<file path="src/sv/dlvc_pkg.sv">
// shared types, constants and helpers for the display list vertex cache
package dlvc_pkg;

   localparam int CACHE_ENTRIES_DEF = 32;

   // channel widths
   localparam int KIND_W     = 2;
   localparam int STATUS_W   = 3;
   localparam int REQ_DATA_W = 176;
   localparam int RSP_DATA_W = 112;

   // field widths
   localparam int WORD_W   = 32;
   localparam int COORD_W  = 16;
   localparam int COLOR_W  = 32;
   localparam int POS_W    = 3 * COORD_W;
   localparam int ATTR_W   = 2 * COORD_W + COLOR_W;
   localparam int IDX_W    = 7;
   localparam int OPCODE_W = 8;
   localparam int MAX_OPS  = 6;
   localparam int OP_CNT_W = 3;

   // command word bit positions
   localparam int LIGHT_BIT    = 17;
   localparam int CALL_END_BIT = 16;

   // request kinds
   localparam logic [KIND_W-1:0] KIND_CMD     = 2'd0;
   localparam logic [KIND_W-1:0] KIND_VERTEX  = 2'd1;
   localparam logic [KIND_W-1:0] KIND_RESTART = 2'd2;

   // opcodes
   localparam logic [OPCODE_W-1:0] OP_NOOP       = 8'h00;
   localparam logic [OPCODE_W-1:0] OP_VTX_LOAD   = 8'h01;
   localparam logic [OPCODE_W-1:0] OP_TRI1       = 8'h05;
   localparam logic [OPCODE_W-1:0] OP_TRI2       = 8'h06;
   localparam logic [OPCODE_W-1:0] OP_TRI2_ALT   = 8'hb1;
   localparam logic [OPCODE_W-1:0] OP_LIGHTING   = 8'hd9;
   localparam logic [OPCODE_W-1:0] OP_CALL       = 8'hde;
   localparam logic [OPCODE_W-1:0] OP_END_LIST   = 8'hdf;
   localparam logic [OPCODE_W-1:0] OP_PRIM_COLOR = 8'hfa;
   localparam logic [OPCODE_W-1:0] OP_SKIP_E1    = 8'he1;
   localparam logic [OPCODE_W-1:0] OP_SKIP_E3    = 8'he3;
   localparam logic [OPCODE_W-1:0] OP_SKIP_E6    = 8'he6;
   localparam logic [OPCODE_W-1:0] OP_SKIP_E7    = 8'he7;
   localparam logic [OPCODE_W-1:0] OP_SKIP_E8    = 8'he8;
   localparam logic [OPCODE_W-1:0] OP_SKIP_E9    = 8'he9;
   localparam logic [OPCODE_W-1:0] OP_SKIP_F1    = 8'hf1;
   localparam logic [OPCODE_W-1:0] OP_SKIP_F2    = 8'hf2;
   localparam logic [OPCODE_W-1:0] OP_SKIP_F3    = 8'hf3;
   localparam logic [OPCODE_W-1:0] OP_SKIP_F4    = 8'hf4;
   localparam logic [OPCODE_W-1:0] OP_SKIP_F5    = 8'hf5;
   localparam logic [OPCODE_W-1:0] OP_SKIP_FC    = 8'hfc;
   localparam logic [OPCODE_W-1:0] OP_SKIP_FD    = 8'hfd;

   localparam logic [COLOR_W-1:0] PRIM_COLOR_RESET = 32'hffff_ffff;

   typedef enum logic [STATUS_W-1:0] {
      ST_VERTEX      = 3'd0,
      ST_REJECT      = 3'd1,
      ST_UNSUPPORTED = 3'd2,
      ST_END         = 3'd3,
      ST_CALL        = 3'd4,
      ST_CALL_END    = 3'd5,
      ST_BAD_LOAD    = 3'd6
   } status_type;

   // one queued result: a cache read or a bare status
   typedef struct packed {
      status_type             status;
      logic                   last;
      logic [IDX_W-1:0]       index;
   } op_type;

   typedef struct packed {
      logic                   load;
      logic [OP_CNT_W-1:0]    count;
      op_type [MAX_OPS-1:0]   ops;
   } seq_load_type;

   function automatic op_type make_op(input status_type s, input logic [IDX_W-1:0] idx);
      op_type o;
      o.status = s;
      o.last   = 1'b0;
      o.index  = idx;
      return o;
   endfunction

endpackage

</file>
<file path="src/sv/display_list_vertex_cache.sv">
// top level of the display list vertex cache
// a result is queued with its command, then passes the ram data stage and the response register
// one request is taken per cycle, or one result per cycle when a request emits several, as
//   long as the response side takes them; the single cache read port serialises the corners
// reset: clears valid bits, counters and the result pipeline, turns lighting on and sets
//   the primitive colour to all ones; the cache rams are not cleared and need no sweep
module display_list_vertex_cache #(
   parameter int CACHE_ENTRIES = dlvc_pkg::CACHE_ENTRIES_DEF
) (
   input  logic                              clock,
   input  logic                              reset,
   input  logic                              req_tvalid,
   output logic                              req_tready,
   // command_high, command_low, vertex_x, vertex_y, vertex_z, vertex_s, vertex_t, vertex_rgba
   input  logic [dlvc_pkg::REQ_DATA_W-1:0]   req_tdata,
   // kind
   input  logic [dlvc_pkg::KIND_W-1:0]       req_tuser,
   output logic                              rsp_tvalid,
   input  logic                              rsp_tready,
   // out_x, out_y, out_z, out_s, out_t, red, green, blue, alpha
   output logic [dlvc_pkg::RSP_DATA_W-1:0]   rsp_tdata,
   // status
   output logic [dlvc_pkg::STATUS_W-1:0]     rsp_tuser,
   output logic                              rsp_tlast
);

   import dlvc_pkg::*;

   localparam int ADDR_W = $clog2(CACHE_ENTRIES);

   logic              req_fire;
   logic              can_load;
   seq_load_type      seq_load;

   // cache write side, driven by vertex records
   logic              wr_en;
   logic [ADDR_W-1:0] wr_addr;
   logic [POS_W-1:0]  wr_pos;
   logic [ATTR_W-1:0] wr_attr;

   // cache read side, driven by the sequencer
   logic              rd_en;
   logic [ADDR_W-1:0] rd_addr;
   logic [POS_W-1:0]  rd_pos;
   logic [ATTR_W-1:0] rd_attr;

   // requests wait only while a result list is still issuing its results; the ram returns old
   // data when the final read and a new write meet on one entry, which keeps request order
   assign req_tready = can_load;
   assign req_fire   = req_tvalid && req_tready;

   dlvc_decode #(
      .CACHE_ENTRIES (CACHE_ENTRIES)
   ) u_decode (
      .clock    (clock),
      .reset    (reset),
      .req_fire (req_fire),
      .req_kind (req_tuser),
      .req_data (req_tdata),
      .wr_en    (wr_en),
      .wr_addr  (wr_addr),
      .wr_pos   (wr_pos),
      .wr_attr  (wr_attr),
      .seq_load (seq_load)
   );

   // x, y, z per entry
   dlvc_ram #(
      .WIDTH (POS_W),
      .DEPTH (CACHE_ENTRIES)
   ) u_pos_ram (
      .clock (clock),
      .we    (wr_en),
      .waddr (wr_addr),
      .wdata (wr_pos),
      .re    (rd_en),
      .raddr (rd_addr),
      .rdata (rd_pos)
   );

   // s, t and stored colour per entry
   dlvc_ram #(
      .WIDTH (ATTR_W),
      .DEPTH (CACHE_ENTRIES)
   ) u_attr_ram (
      .clock (clock),
      .we    (wr_en),
      .waddr (wr_addr),
      .wdata (wr_attr),
      .re    (rd_en),
      .raddr (rd_addr),
      .rdata (rd_attr)
   );

   // issue, ram data stage and response register
   dlvc_seq #(
      .CACHE_ENTRIES (CACHE_ENTRIES)
   ) u_seq (
      .clock      (clock),
      .reset      (reset),
      .seq_load   (seq_load),
      .can_load   (can_load),
      .rd_en      (rd_en),
      .rd_addr    (rd_addr),
      .rd_pos     (rd_pos),
      .rd_attr    (rd_attr),
      .rsp_tvalid (rsp_tvalid),
      .rsp_tready (rsp_tready),
      .rsp_tdata  (rsp_tdata),
      .rsp_tuser  (rsp_tuser),
      .rsp_tlast  (rsp_tlast)
   );

endmodule

</file>
<file path="src/sv/dlvc_ram.sv">
// generic single write, single read ram with registered read data
module dlvc_ram #(
   parameter int WIDTH = 32,
   parameter int DEPTH = 32
) (
   input  logic                     clock,
   input  logic                     we,
   input  logic [$clog2(DEPTH)-1:0] waddr,
   input  logic [WIDTH-1:0]         wdata,
   input  logic                     re,
   input  logic [$clog2(DEPTH)-1:0] raddr,
   output logic [WIDTH-1:0]         rdata
);

   logic [WIDTH-1:0] mem_ff [DEPTH];
   logic [WIDTH-1:0] rdata_ff;

   always_ff @(posedge clock) begin
      if (we) begin
         mem_ff[waddr] <= wdata;
      end
      if (re) begin
         rdata_ff <= mem_ff[raddr];
      end
   end

   assign rdata = rdata_ff;

endmodule

</file>
<file path="src/sv/dlvc_decode.sv">
// request decode, cache bookkeeping state and result list build
module dlvc_decode #(
   parameter int CACHE_ENTRIES = dlvc_pkg::CACHE_ENTRIES_DEF
) (
   input  logic                                clock,
   input  logic                                reset,
   input  logic                                req_fire,
   input  logic [dlvc_pkg::KIND_W-1:0]         req_kind,
   input  logic [dlvc_pkg::REQ_DATA_W-1:0]     req_data,
   output logic                                wr_en,
   output logic [$clog2(CACHE_ENTRIES)-1:0]    wr_addr,
   output logic [dlvc_pkg::POS_W-1:0]          wr_pos,
   output logic [dlvc_pkg::ATTR_W-1:0]         wr_attr,
   output dlvc_pkg::seq_load_type              seq_load
);

   import dlvc_pkg::*;

   localparam int ADDR_W = $clog2(CACHE_ENTRIES);
   localparam int CNT_W  = $clog2(CACHE_ENTRIES + 1);

   logic [CACHE_ENTRIES-1:0] valid_ff, valid_in;
   logic                     lighting_ff, lighting_in;
   logic [COLOR_W-1:0]       colour_ff, colour_in;
   logic [CNT_W-1:0]         pending_ff, pending_in;
   logic [CNT_W-1:0]         slot_ff, slot_in;

   logic [WORD_W-1:0]   cmd_high, cmd_low;
   logic [COORD_W-1:0]  vx, vy, vz, vs, vt;
   logic [COLOR_W-1:0]  vrgba;
   logic [OPCODE_W-1:0] opcode;
   logic [7:0]          load_count;
   logic [IDX_W-1:0]    load_last;
   logic [7:0]          load_first;
   logic                load_bad;
   logic [IDX_W-1:0]    a1, b1, c1, a2, b2, c2;
   logic                ok1, ok2;
   op_type [MAX_OPS-1:0] ops;
   logic [OP_CNT_W-1:0] n_ops;

   function automatic logic usable(input logic [IDX_W-1:0] idx,
                                   input logic [CACHE_ENTRIES-1:0] vbits);
      return (idx < IDX_W'(CACHE_ENTRIES)) && vbits[idx[ADDR_W-1:0]];
   endfunction

   assign cmd_high = req_data[31:0];
   assign cmd_low  = req_data[63:32];
   assign vx       = req_data[79:64];
   assign vy       = req_data[95:80];
   assign vz       = req_data[111:96];
   assign vs       = req_data[127:112];
   assign vt       = req_data[143:128];
   assign vrgba    = req_data[175:144];

   assign opcode     = cmd_high[31:24];
   assign load_count = cmd_high[19:12];
   assign load_last  = cmd_high[7:1];
   assign load_first = {1'b0, load_last} - load_count;
   // range check: count fits, the span starts at or above zero and ends inside the cache
   assign load_bad   = (load_count > 8'(CACHE_ENTRIES)) || ({1'b0, load_last} < load_count)
                       || (load_last > IDX_W'(CACHE_ENTRIES));

   assign a1 = cmd_high[23:17];
   assign b1 = cmd_high[15:9];
   assign c1 = cmd_high[7:1];
   assign a2 = cmd_low[23:17];
   assign b2 = cmd_low[15:9];
   assign c2 = cmd_low[7:1];
   assign ok1 = usable(a1, valid_ff) && usable(b1, valid_ff) && usable(c1, valid_ff);
   assign ok2 = usable(a2, valid_ff) && usable(b2, valid_ff) && usable(c2, valid_ff);

   assign wr_addr = slot_ff[ADDR_W-1:0];
   assign wr_pos  = {vx, vy, vz};
   assign wr_attr = {vs, vt, (lighting_ff ? colour_ff : vrgba)};

   always_comb begin
      valid_in    = valid_ff;
      lighting_in = lighting_ff;
      colour_in   = colour_ff;
      pending_in  = pending_ff;
      slot_in     = slot_ff;
      wr_en       = 1'b0;
      ops         = '0;
      n_ops       = '0;
      if (req_fire) begin
         case (req_kind)
            KIND_CMD: begin
               pending_in = '0;
               case (opcode)
                  OP_NOOP, OP_SKIP_E1, OP_SKIP_E3, OP_SKIP_E6, OP_SKIP_E7, OP_SKIP_E8,
                  OP_SKIP_E9, OP_SKIP_F1, OP_SKIP_F2, OP_SKIP_F3, OP_SKIP_F4, OP_SKIP_F5,
                  OP_SKIP_FC, OP_SKIP_FD: begin
                  end
                  OP_VTX_LOAD: begin
                     if (load_bad) begin
                        ops[0] = make_op(ST_BAD_LOAD, '0);
                        n_ops  = OP_CNT_W'(1);
                     end else begin
                        pending_in = load_count[CNT_W-1:0];
                        slot_in    = load_first[CNT_W-1:0];
                     end
                  end
                  OP_TRI1, OP_TRI2, OP_TRI2_ALT: begin
                     if (ok1) begin
                        ops[0] = make_op(ST_VERTEX, a1);
                        ops[1] = make_op(ST_VERTEX, b1);
                        ops[2] = make_op(ST_VERTEX, c1);
                        n_ops  = OP_CNT_W'(3);
                     end else begin
                        ops[0] = make_op(ST_REJECT, '0);
                        n_ops  = OP_CNT_W'(1);
                     end
                     // second triangle appends after the first
                     if (opcode != OP_TRI1) begin
                        if (ok2) begin
                           ops[n_ops]                  = make_op(ST_VERTEX, a2);
                           ops[n_ops + OP_CNT_W'(1)]   = make_op(ST_VERTEX, b2);
                           ops[n_ops + OP_CNT_W'(2)]   = make_op(ST_VERTEX, c2);
                           n_ops                       = n_ops + OP_CNT_W'(3);
                        end else begin
                           ops[n_ops] = make_op(ST_REJECT, '0);
                           n_ops      = n_ops + OP_CNT_W'(1);
                        end
                     end
                  end
                  OP_LIGHTING: begin
                     lighting_in = cmd_high[LIGHT_BIT] | cmd_low[LIGHT_BIT];
                  end
                  OP_PRIM_COLOR: begin
                     colour_in = cmd_low;
                  end
                  OP_CALL: begin
                     ops[0] = make_op(cmd_high[CALL_END_BIT] ? ST_CALL_END : ST_CALL, '0);
                     n_ops  = OP_CNT_W'(1);
                  end
                  OP_END_LIST: begin
                     ops[0] = make_op(ST_END, '0);
                     n_ops  = OP_CNT_W'(1);
                  end
                  default: begin
                     ops[0] = make_op(ST_UNSUPPORTED, '0);
                     n_ops  = OP_CNT_W'(1);
                  end
               endcase
            end
            KIND_VERTEX: begin
               if ((pending_ff != '0) && (slot_ff < CNT_W'(CACHE_ENTRIES))) begin
                  wr_en                         = 1'b1;
                  valid_in[slot_ff[ADDR_W-1:0]] = 1'b1;
                  slot_in                       = slot_ff + CNT_W'(1);
                  pending_in                    = pending_ff - CNT_W'(1);
               end
            end
            KIND_RESTART: begin
               valid_in    = '0;
               lighting_in = 1'b1;
               colour_in   = PRIM_COLOR_RESET;
               pending_in  = '0;
            end
            default: begin
            end
         endcase
         if (n_ops != '0) begin
            ops[n_ops - OP_CNT_W'(1)].last = 1'b1;
         end
      end
   end

   assign seq_load.load  = (n_ops != '0);
   assign seq_load.count = n_ops;
   assign seq_load.ops   = ops;

   always_ff @(posedge clock) begin
      if (reset) begin
         valid_ff    <= '0;
         lighting_ff <= 1'b1;
         colour_ff   <= PRIM_COLOR_RESET;
         pending_ff  <= '0;
         slot_ff     <= '0;
      end else begin
         valid_ff    <= valid_in;
         lighting_ff <= lighting_in;
         colour_ff   <= colour_in;
         pending_ff  <= pending_in;
         slot_ff     <= slot_in;
      end
   end

endmodule

</file>
<file path="src/sv/dlvc_seq.sv">
// result sequencer: one cache read per cycle unless stalled; drives response register
module dlvc_seq #(
   parameter int CACHE_ENTRIES = dlvc_pkg::CACHE_ENTRIES_DEF
) (
   input  logic                                clock,
   input  logic                                reset,
   input  dlvc_pkg::seq_load_type              seq_load,
   output logic                                can_load,
   output logic                                rd_en,
   output logic [$clog2(CACHE_ENTRIES)-1:0]    rd_addr,
   input  logic [dlvc_pkg::POS_W-1:0]          rd_pos,
   input  logic [dlvc_pkg::ATTR_W-1:0]         rd_attr,
   output logic                                rsp_tvalid,
   input  logic                                rsp_tready,
   output logic [dlvc_pkg::RSP_DATA_W-1:0]     rsp_tdata,
   output logic [dlvc_pkg::STATUS_W-1:0]       rsp_tuser,
   output logic                                rsp_tlast
);

   import dlvc_pkg::*;

   localparam int ADDR_W = $clog2(CACHE_ENTRIES);

   op_type [MAX_OPS-1:0] op_ff, op_in;
   logic [OP_CNT_W-1:0]  cnt_ff, cnt_in;
   logic                 d_valid_ff, d_valid_in;
   op_type               d_op_ff;
   logic                 o_valid_ff, o_valid_in;
   logic [RSP_DATA_W-1:0] o_data_ff;
   status_type           o_status_ff;
   logic                 o_last_ff;
   logic                 busy, issue, o_free, d_free, d_move;

   assign busy     = (cnt_ff != '0);
   assign o_free   = !o_valid_ff || rsp_tready;
   assign d_free   = !d_valid_ff || o_free;
   assign d_move   = d_valid_ff && o_free;
   assign issue    = busy && d_free;
   assign can_load = !busy || ((cnt_ff == OP_CNT_W'(1)) && issue);

   assign rd_en   = issue && (op_ff[0].status == ST_VERTEX);
   assign rd_addr = op_ff[0].index[ADDR_W-1:0];

   always_comb begin
      op_in  = op_ff;
      cnt_in = cnt_ff;
      if (seq_load.load) begin
         op_in  = seq_load.ops;
         cnt_in = seq_load.count;
      end else if (issue) begin
         for (int i = 0; i < MAX_OPS - 1; i++) begin
            op_in[i] = op_ff[i + 1];
         end
         cnt_in = cnt_ff - OP_CNT_W'(1);
      end
      d_valid_in = issue || (d_valid_ff && !o_free);
      o_valid_in = d_move || (o_valid_ff && !rsp_tready);
   end

   always_ff @(posedge clock) begin
      if (reset) begin
         cnt_ff     <= '0;
         d_valid_ff <= 1'b0;
         o_valid_ff <= 1'b0;
      end else begin
         cnt_ff     <= cnt_in;
         d_valid_ff <= d_valid_in;
         o_valid_ff <= o_valid_in;
      end
   end

   always_ff @(posedge clock) begin
      op_ff <= op_in;
      if (issue) begin
         d_op_ff <= op_ff[0];
      end
      if (d_move) begin
         o_status_ff <= d_op_ff.status;
         o_last_ff   <= d_op_ff.last;
         if (d_op_ff.status == ST_VERTEX) begin
            o_data_ff <= {rd_attr[7:0], rd_attr[15:8], rd_attr[23:16], rd_attr[31:24],
                          rd_attr[47:32], rd_attr[63:48],
                          rd_pos[15:0], rd_pos[31:16], rd_pos[47:32]};
         end else begin
            o_data_ff <= '0;
         end
      end
   end

   assign rsp_tvalid = o_valid_ff;
   assign rsp_tdata  = o_data_ff;
   assign rsp_tuser  = o_status_ff;
   assign rsp_tlast  = o_last_ff;

`ifndef SYNTHESIS
   a_load_when_free: assert property (@(posedge clock) disable iff (reset)
      seq_load.load |-> can_load)
      else $error("result list loaded while sequencer busy");

   a_final_op_last: assert property (@(posedge clock) disable iff (reset)
      (cnt_ff == OP_CNT_W'(1)) |-> op_ff[0].last)
      else $error("final queued result lacks last flag");

   a_inner_op_not_last: assert property (@(posedge clock) disable iff (reset)
      (cnt_ff > OP_CNT_W'(1)) |-> !op_ff[0].last)
      else $error("last flag set before end of result list");

   a_status_zero_data: assert property (@(posedge clock) disable iff (reset)
      (rsp_tvalid && (rsp_tuser != ST_VERTEX)) |-> (rsp_tdata == '0))
      else $error("status result carries vertex data");
`endif

endmodule

</file>
<file path="config.mk">
export PLATFORM = sky130hd
export DESIGN_NAME = display_list_vertex_cache
export DESIGN_NICKNAME = d
export VERILOG_FILES = /design/src/sv/dlvc_pkg.sv /design/src/sv/display_list_vertex_cache.sv /design/src/sv/dlvc_ram.sv /design/src/sv/dlvc_decode.sv /design/src/sv/dlvc_seq.sv
export SDC_FILE = /design/constraint.sdc
export NUM_CORES = 2
export LEC_CHECK = 0
export BUFFER_PORTS_ARGS = -buffer_cell sky130_fd_sc_hd__clkbuf_2
export CAP_MARGIN = 20
export CORE_UTILIZATION = 65
export CTS_BUF_LIST = sky130_fd_sc_hd__clkbuf_4 sky130_fd_sc_hd__clkbuf_8
export DETAILED_ROUTE_END_ITERATION = 10
export GPL_ROUTABILITY_DRIVEN = 0
export PLACE_DENSITY = 0.83
export SKIP_CTS_REPAIR_TIMING = 1
export SLEW_MARGIN = 15
export SYNTH_ARGS = -nofsm -noshare
export SYNTH_HDL_FRONTEND = slang
export SYNTH_SLANG_ARGS = --single-unit
</file>
<file path="constraint.sdc">
create_clock -name clock -period 18.2 [get_ports clock]
set_input_delay 0 -clock clock [delete_from_list [all_inputs] [get_ports clock]]
set_output_delay 0 -clock clock [all_outputs]
set_load 0.05 [all_outputs]
</file>
; ---- Word-level counts from Yosys, hierarchy flattened
; Memory sizes are Yosys's and may differ from the RTL's. A register that Yosys moved wholly into a read port is not among the register bits.
; Index checks and enable logic that the tools add are counted.
[classes]
n_bitwise = 5
n_lt_le_gt_ge = 26
n_eq_ne = 30
n_addsub = 8
n_reduce_logical = 55
mux = 79
[op_table]
columns = op, count
row1 = $mux W66, 5
row2 = $bwmux W66, 4
row3 = $mux W55, 4
row4 = $eq A8 B8 Y1 const B, 18
row5 = $demux W11 S3, 4
row6 = $pmux W32 S2, 2
row7 = $mux W32, 3
row8 = $mux W11, 7
row9 = $mux W22, 3
row10 = $and A30 B60 Y60, 1
row11 = $not A60 Y60, 1
row12 = $pmux W11 S5, 1
row13 = $lt A5 B6 Y1 const B, 7
row14 = $lt A7 B6 Y1 const B, 6
row15 = $mux W6, 6
row16 = $or A32 B32 Y32, 1
row17 = $bmux W1 S5, 6
row18 = $mux W3, 10
row19 = $logic_and A1 B1 Y1, 23
row20 = $mux W18, 1
row21 = $pmux W6 S3, 1
row22 = $eq A8 B3 Y1 const B, 2
row23 = $lt A3 B4 Y1 const B, 4
row24 = $reduce_or A16 Y1, 1
row25 = 40 further kinds, 82
[word_totals]
memories = 2
inputBits = 182
elab_cells = 236
ram_bits = 3584
ff_bits = 266
[mem_list]
columns = name, depth, width, read_ports, rd_clocked_by_memory_dff, write_ports, line_no
row1 = u_attr_ram.mem_ff, 32, 64, 1, 1, 1, dlvc_ram.sv:15  ; logic [WIDTH-1:0] mem_ff [DEPTH];
row2 = u_pos_ram.mem_ff, 32, 48, 1, 1, 1, dlvc_ram.sv:15

; ---- Depth between registers and ports, before layout
[depth]
depth_word = 25
mapped_depth = 16

; ---- Cells and area by module
; Synthesis repeated with hierarchy kept, for this count alone.
[unflattened]
cells_unflattened = 7737
hier_area_um2 = 154984.9
[by_module_without_submodules]
columns = mod, area_per_inst_um2, cells_per_inst, seq_area_each_um2, n_inst
row1 = dlvc_ram at u_attr_ram, 79605.1, 3096, 63420.8, 1
row2 = dlvc_ram at u_pos_ram, 61205.0, 3364, 47565.6, 1
row3 = dlvc_decode, 7233.2, 882, 1541.5, 1
row4 = dlvc_seq, 6935.4, 394, 5325.1, 1
row5 = display_list_vertex_cache, 6.3, 1, 0.0, 1

; ---- Worst setup path before layout
; No wires, ideal clock.
[synth_path]
path_type = reg-to-reg
startpoint = reg u_seq.cnt_ff[0]
endpoint = reg u_attr_ram.rdata_ff[0], in the netlist u_attr_ram.rdata[0], read port of u_attr_ram.mem_ff, enable pin
path_buffers = 0
period_less_slack_ns = 13.579
slack_ns = 4.621
t_arrival_ns = 12.683
stages_incl_launch_ff = 6
required_ns = 17.304
cell_sequence = dfxtp_1 inv_1 ha_1 nor2b_1 a21oi_1 nor4b_1
[synth_via]
elab_chain_len = 3
[synth_lines]
columns = element, line_no
row1 = from (decl), dlvc_seq.sv:25  ; logic [OP_CNT_W-1:0] cnt_ff, cnt_in;
row2 = from (signal assigned), dlvc_seq.sv:66  ; cnt_ff <= cnt_in;
row3 = $reduce_bool A3 Y1, dlvc_seq.sv:34  ; assign busy = (cnt_ff != '0);
row4 = $logic_and A1 B1 Y1, dlvc_seq.sv:38  ; assign issue = busy && d_free;
row5 = named net u_seq.issue, dlvc_seq.sv:32  ; logic busy, issue, o_free, d_free, d_move;
row6 = $logic_and A1 B1 Y1, dlvc_seq.sv:41  ; assign rd_en = issue && (op_ff[0].status == ST_VERTEX);
row7 = named net rd_en, display_list_vertex_cache.sv:42  ; logic rd_en;
row8 = to (decl), dlvc_ram.sv:16  ; logic [WIDTH-1:0] rdata_ff;
; The timed path passes the listed nets, and every way through them passes these cells.
; A chain may end at the register's enable or synchronous reset.

==> impl_metrics.py <==
metrics = {
    "yosys": {
        "synth_ff_type": "edfxtp_1",
        "yosysSeqAreaShare": 0.7762,
        "synthTopCellsByArea": "edfxtp_1 77%, mux4_2 17%, mux2_2 1.1%",
        "yosysTopAreaCell": "edfxtp_1",
        "synth_nets": 6574,
        "ys_warn_count": 0,
        "ys_ff_latch": 3940,
        "async_flop_share": 0,
        "synth_area_um2": 151400,
        "syn_inst": 6367,
        "synth.top_cell.area_share": 0.7653,
        "synth_cell_type_count": 79,
        "synth_edf_count": 3858,
        "syn_avg_cell_area_um2": 23.77,
    },
    "power": {
        "peakVddDrop_mv": 0.2132,
        "p_clk_frac": 0.292,
        "combPwrFrac": 0.267,
        "p_per_area_nw_per_um2": 140.4,
        "swShare": 0.2848,
        "seqPwrFrac": 0.441,
        "cellLeakagePower_uw": 0.05407,
        "totalPowerFinal_uw": 24030,
        "p_sw_uw": 6843,
        "cellInternalPower_uw": 17190,
    },
    "setup_path": {
        "cp_slowest_cell": "edfxtp_1",
        "crit_chain": "buf_4 -> buf_4 -> buf_4 -> buf_4 -> mux4_2 -> mux4_2 -> mux2_2",
        "cp_data_required_time_ns": 19.02,
        "cp-endpoint": "u_attr_ram.rdata[46]",
        "reg2regPathDepth": 7,
        "startpoint_type": "register",
        "path_buf_inv": 4,
        "cp_max_fo": 49,
        "cp_top_family": "buffers and inverters",
        "cp.depth": 7,
        "critical-path-max-stage-delay_ns": 0.96,
        "crit_start": "u_seq.rd_addr[0]",
        "cp_common_cell": "buf_4",
        "path_class": "register to register",
        "rr_startpoint": "u_seq.rd_addr[0]",
        "rrSetupSlack_ns": 11.95,
        "end_kind": "register",
        "cp.arrival_ns": 7.07,
        "reg2reg_to": "u_attr_ram.rdata[46]",
    },
    "detailed_routing": {
        "route.antenna.remaining_nets": 0,
        "wl_um": 411100,
        "drc_errors": 0,
        "firstDrtPassIters": 7,
        "num_vias": 79130,
        "wl_per_cell_um": 37.88,
        "first_iter_violations": 12430,
        "viasPerCell": 7.291,
    },
    "layout": {
        "area_growth_pct": 13.11,
        "multi_input_area_um2": 32590,
        "drive_above_1_share": 0.3457,
        "finalInstanceArea_um2": 171200,
        "regArea_um2": 117500,
        "fillers": 11070,
        "final_nets": 7578,
    },
    "floorplan": {
        "core_area_um2": 230800,
        "dieWidth_um": 484.6,
        "rows": 176,
        "start_util": 0.6559,
        "die_h_um": 484.6,
        "io-pin-count": 300,
        "dieArea_um2": 234800,
    },
    "global_route": {
        "grt_use_met1": 0.4546,
        "met3_usage": 0.08034,
        "grt_use_met2": 0.5478,
        "grt_busiest_layer": "met2",
        "grt_pass1_wl_um": 558900,
        "overflow": 0,
        "grt_max_degree": 152,
        "grtUsageTotal": 0.3421,
        "antenna_found_initial": 34,
        "grt_pass1_vias": 78010,
    },
    "timing": {
        "skew_ns": 0.1053,
        "grt_setup_unrepaired": "false",
        "relSlewSlack": 0.1196,
        "slew_violations": 0,
        "worst_pin_slew_ns": 1.311,
        "period_needed_ns": 6.251,
        "setup_viol": 0,
        "period_share": 0.3435,
        "fmax_mhz": 160.0,
        "finalHoldViolCount": 0,
        "tns_ns": 0,
    },
    "clock_tree": {
        "tritoncts": "done",
        "cts.sinks": 3940,
        "cts.reportedPaths.clkPinSlew_ns": 0.07,
        "numCtsBuffers": 603,
        "htree_levels": 6,
        "ctsRootBufferMaster": "clkbuf_8",
        "clk_latency_ns": 1.14,
        "cts_buffer_depth": 4,
    },
    "hold_path": {
        "hold_path_class": "input port to register",
    },
    "run": {
        "maxCapViolCount": 0,
    },
    "status": {
        "status": "finished, final reports clean",
    },
    "placed_design": {
        "dp_hpwl_um": 204000,
        "place_area_um2": 156800,
        "numPortBuffers": 297,
    },
}
[metal layers]
metal,share of wire,routed length [µm]
met2,0.49,202900
met5,0.00024,98
met3,0.14,55510
met1,0.32,131500
met4,0.051,21100
[synthesized netlist by cell type, drive strengths merged, types with 5 or more instances]
| master | n |
|---|---|
| a211oi | 10 |
| a21oi | 54 |
| a221oi | 5 |
| a22oi | 5 |
| a31oi | 12 |
| a32o | 7 |
| and2 | 116 |
| and3 | 7 |
| buf | 90 |
| clkbuf | 256 |
| dfxtp | 82 |
| edfxtp | 3858 |
| ha | 24 |
| inv | 38 |
| mux2 | 154 |
| mux2i | 31 |
| mux4 | 1160 |
| nand2 | 38 |
| nand2b | 8 |
| nand3 | 43 |
| nand3b | 7 |
| nand4 | 9 |
| nor2 | 142 |
| nor2b | 11 |
| nor3 | 51 |
| nor3b | 6 |
| nor4 | 9 |
| o21a | 7 |
| o21ai | 58 |
| o2bb2ai | 7 |
| or3 | 5 |
[sequential cells by signal (all words and copies together), names as in the netlist, 6 cells and up]
| name | flops |
|---|---|
| u_pos_ram.rdata | 48 |
| u_attr_ram.mem_ff | 2048 |
| u_decode.pending_ff | 6 |
| u_decode.slot_ff | 6 |
| u_decode.valid_ff | 32 |
| u_attr_ram.rdata | 64 |
| u_seq.op_ff | 37 |
| u_seq.rsp_tdata | 112 |
| u_decode.colour_ff | 32 |
| u_pos_ram.mem_ff | 1536 |
[cells by family after synthesis]
family,count (synthesis),share of synthesized area
flops,3940,0.7762
mux,1345,0.1861
simple gates,469,0.01633
buf+inv,384,0.01028
compound gates,202,0.008886
fa+ha+maj,25,0.002116
xor+xnor,2,0.0001157
[power groups by stage]
| stage | Clock (µW) | Sequential, µW | Combinational (µW) |
|---|---|---|---|
| after floorplan | 0 | 11100 | 4340 |
| final | 7020 | 10600 | 6410 |
| after global placement | 0 | 10800 | 6020 |
| after detailed placement | 0 | 10800 | 6290 |
| after CTS | 7030 | 10600 | 6330 |
| after global routing | 7430 | 10600 | 6660 |
[layout by cell type (no fill, tap or decap), types with 20 or more instances in the layout]
cell type	instances
nand3_1	43
mux2i_1	31
nor3_1	49
nor2_4	32
clkinv_2	49
buf_12	20
dfxtp_1	81
clkbuf_4	177
clkbuf_2	297
buf_4	122
dlygate4sd3_1	304
nor2_1	110
inv_1	36
and2_1	116
a21oi_1	51
mux4_2	1160
diode_2	22
clkinv_1	152
mux2_2	152
ha_1	24
edfxtp_1	3858
nand2_1	37
o21ai_0	49
clkbuf_8	625
[area by class of cell]
class	instances	share of cell area
multi-input combinational	2043	0.1903
timing repair buffer	745	0.03439
clock buffer	802	0.05800
sequential	3940	0.6862
inverter	38	0.0008331
antenna	22	0.0003215
clock inverter	237	0.007776
tap	3026	0.02211
[tightest hold or removal path: stages]
cell	delay [ns]
dlygate4sd3_1	0.53
clkbuf_2	0.27
inv_1	0.11
nor2_1	0.07
[per-stage QoR]
step	cells	hold slack, ns	worst slack, ns	util
3_3_place_gp	9481	0.2741	11.90	0.6790
5_1_grt	10850	0.005060	11.47	0.7418
3_5_place_dp	9483	0.2789	11.74	0.6792
4_1_cts	10520	-0.9278	11.75	0.7280
6_report	10850	0.01904	11.95	0.7419
2_1_floorplan	6367	0.09887	4.621	-
[how the worst min path moves through the flow]
stage / startpoint / endpoint / slack, ns / cells past startpoint
3_3_place_gp: req_tdata[57] / u_decode.colour_ff[25] / 0.27 / 3
6_report: req_tdata[35] / u_seq.op_ff[57] / 0.02 / 4
3_5_place_dp: req_tdata[63] / u_decode.colour_ff[31] / 0.28 / 3
4_1_cts: req_tdata[63] / u_decode.colour_ff[31] / -0.93 / 3
2_1_floorplan: req_tdata[128] / u_attr_ram.mem_ff[0][32] / 0.1 / 0
5_1_grt: req_tdata[43] / u_seq.op_ff[46] / 0.005 / 3
Power figures use the tool's default switching activity.
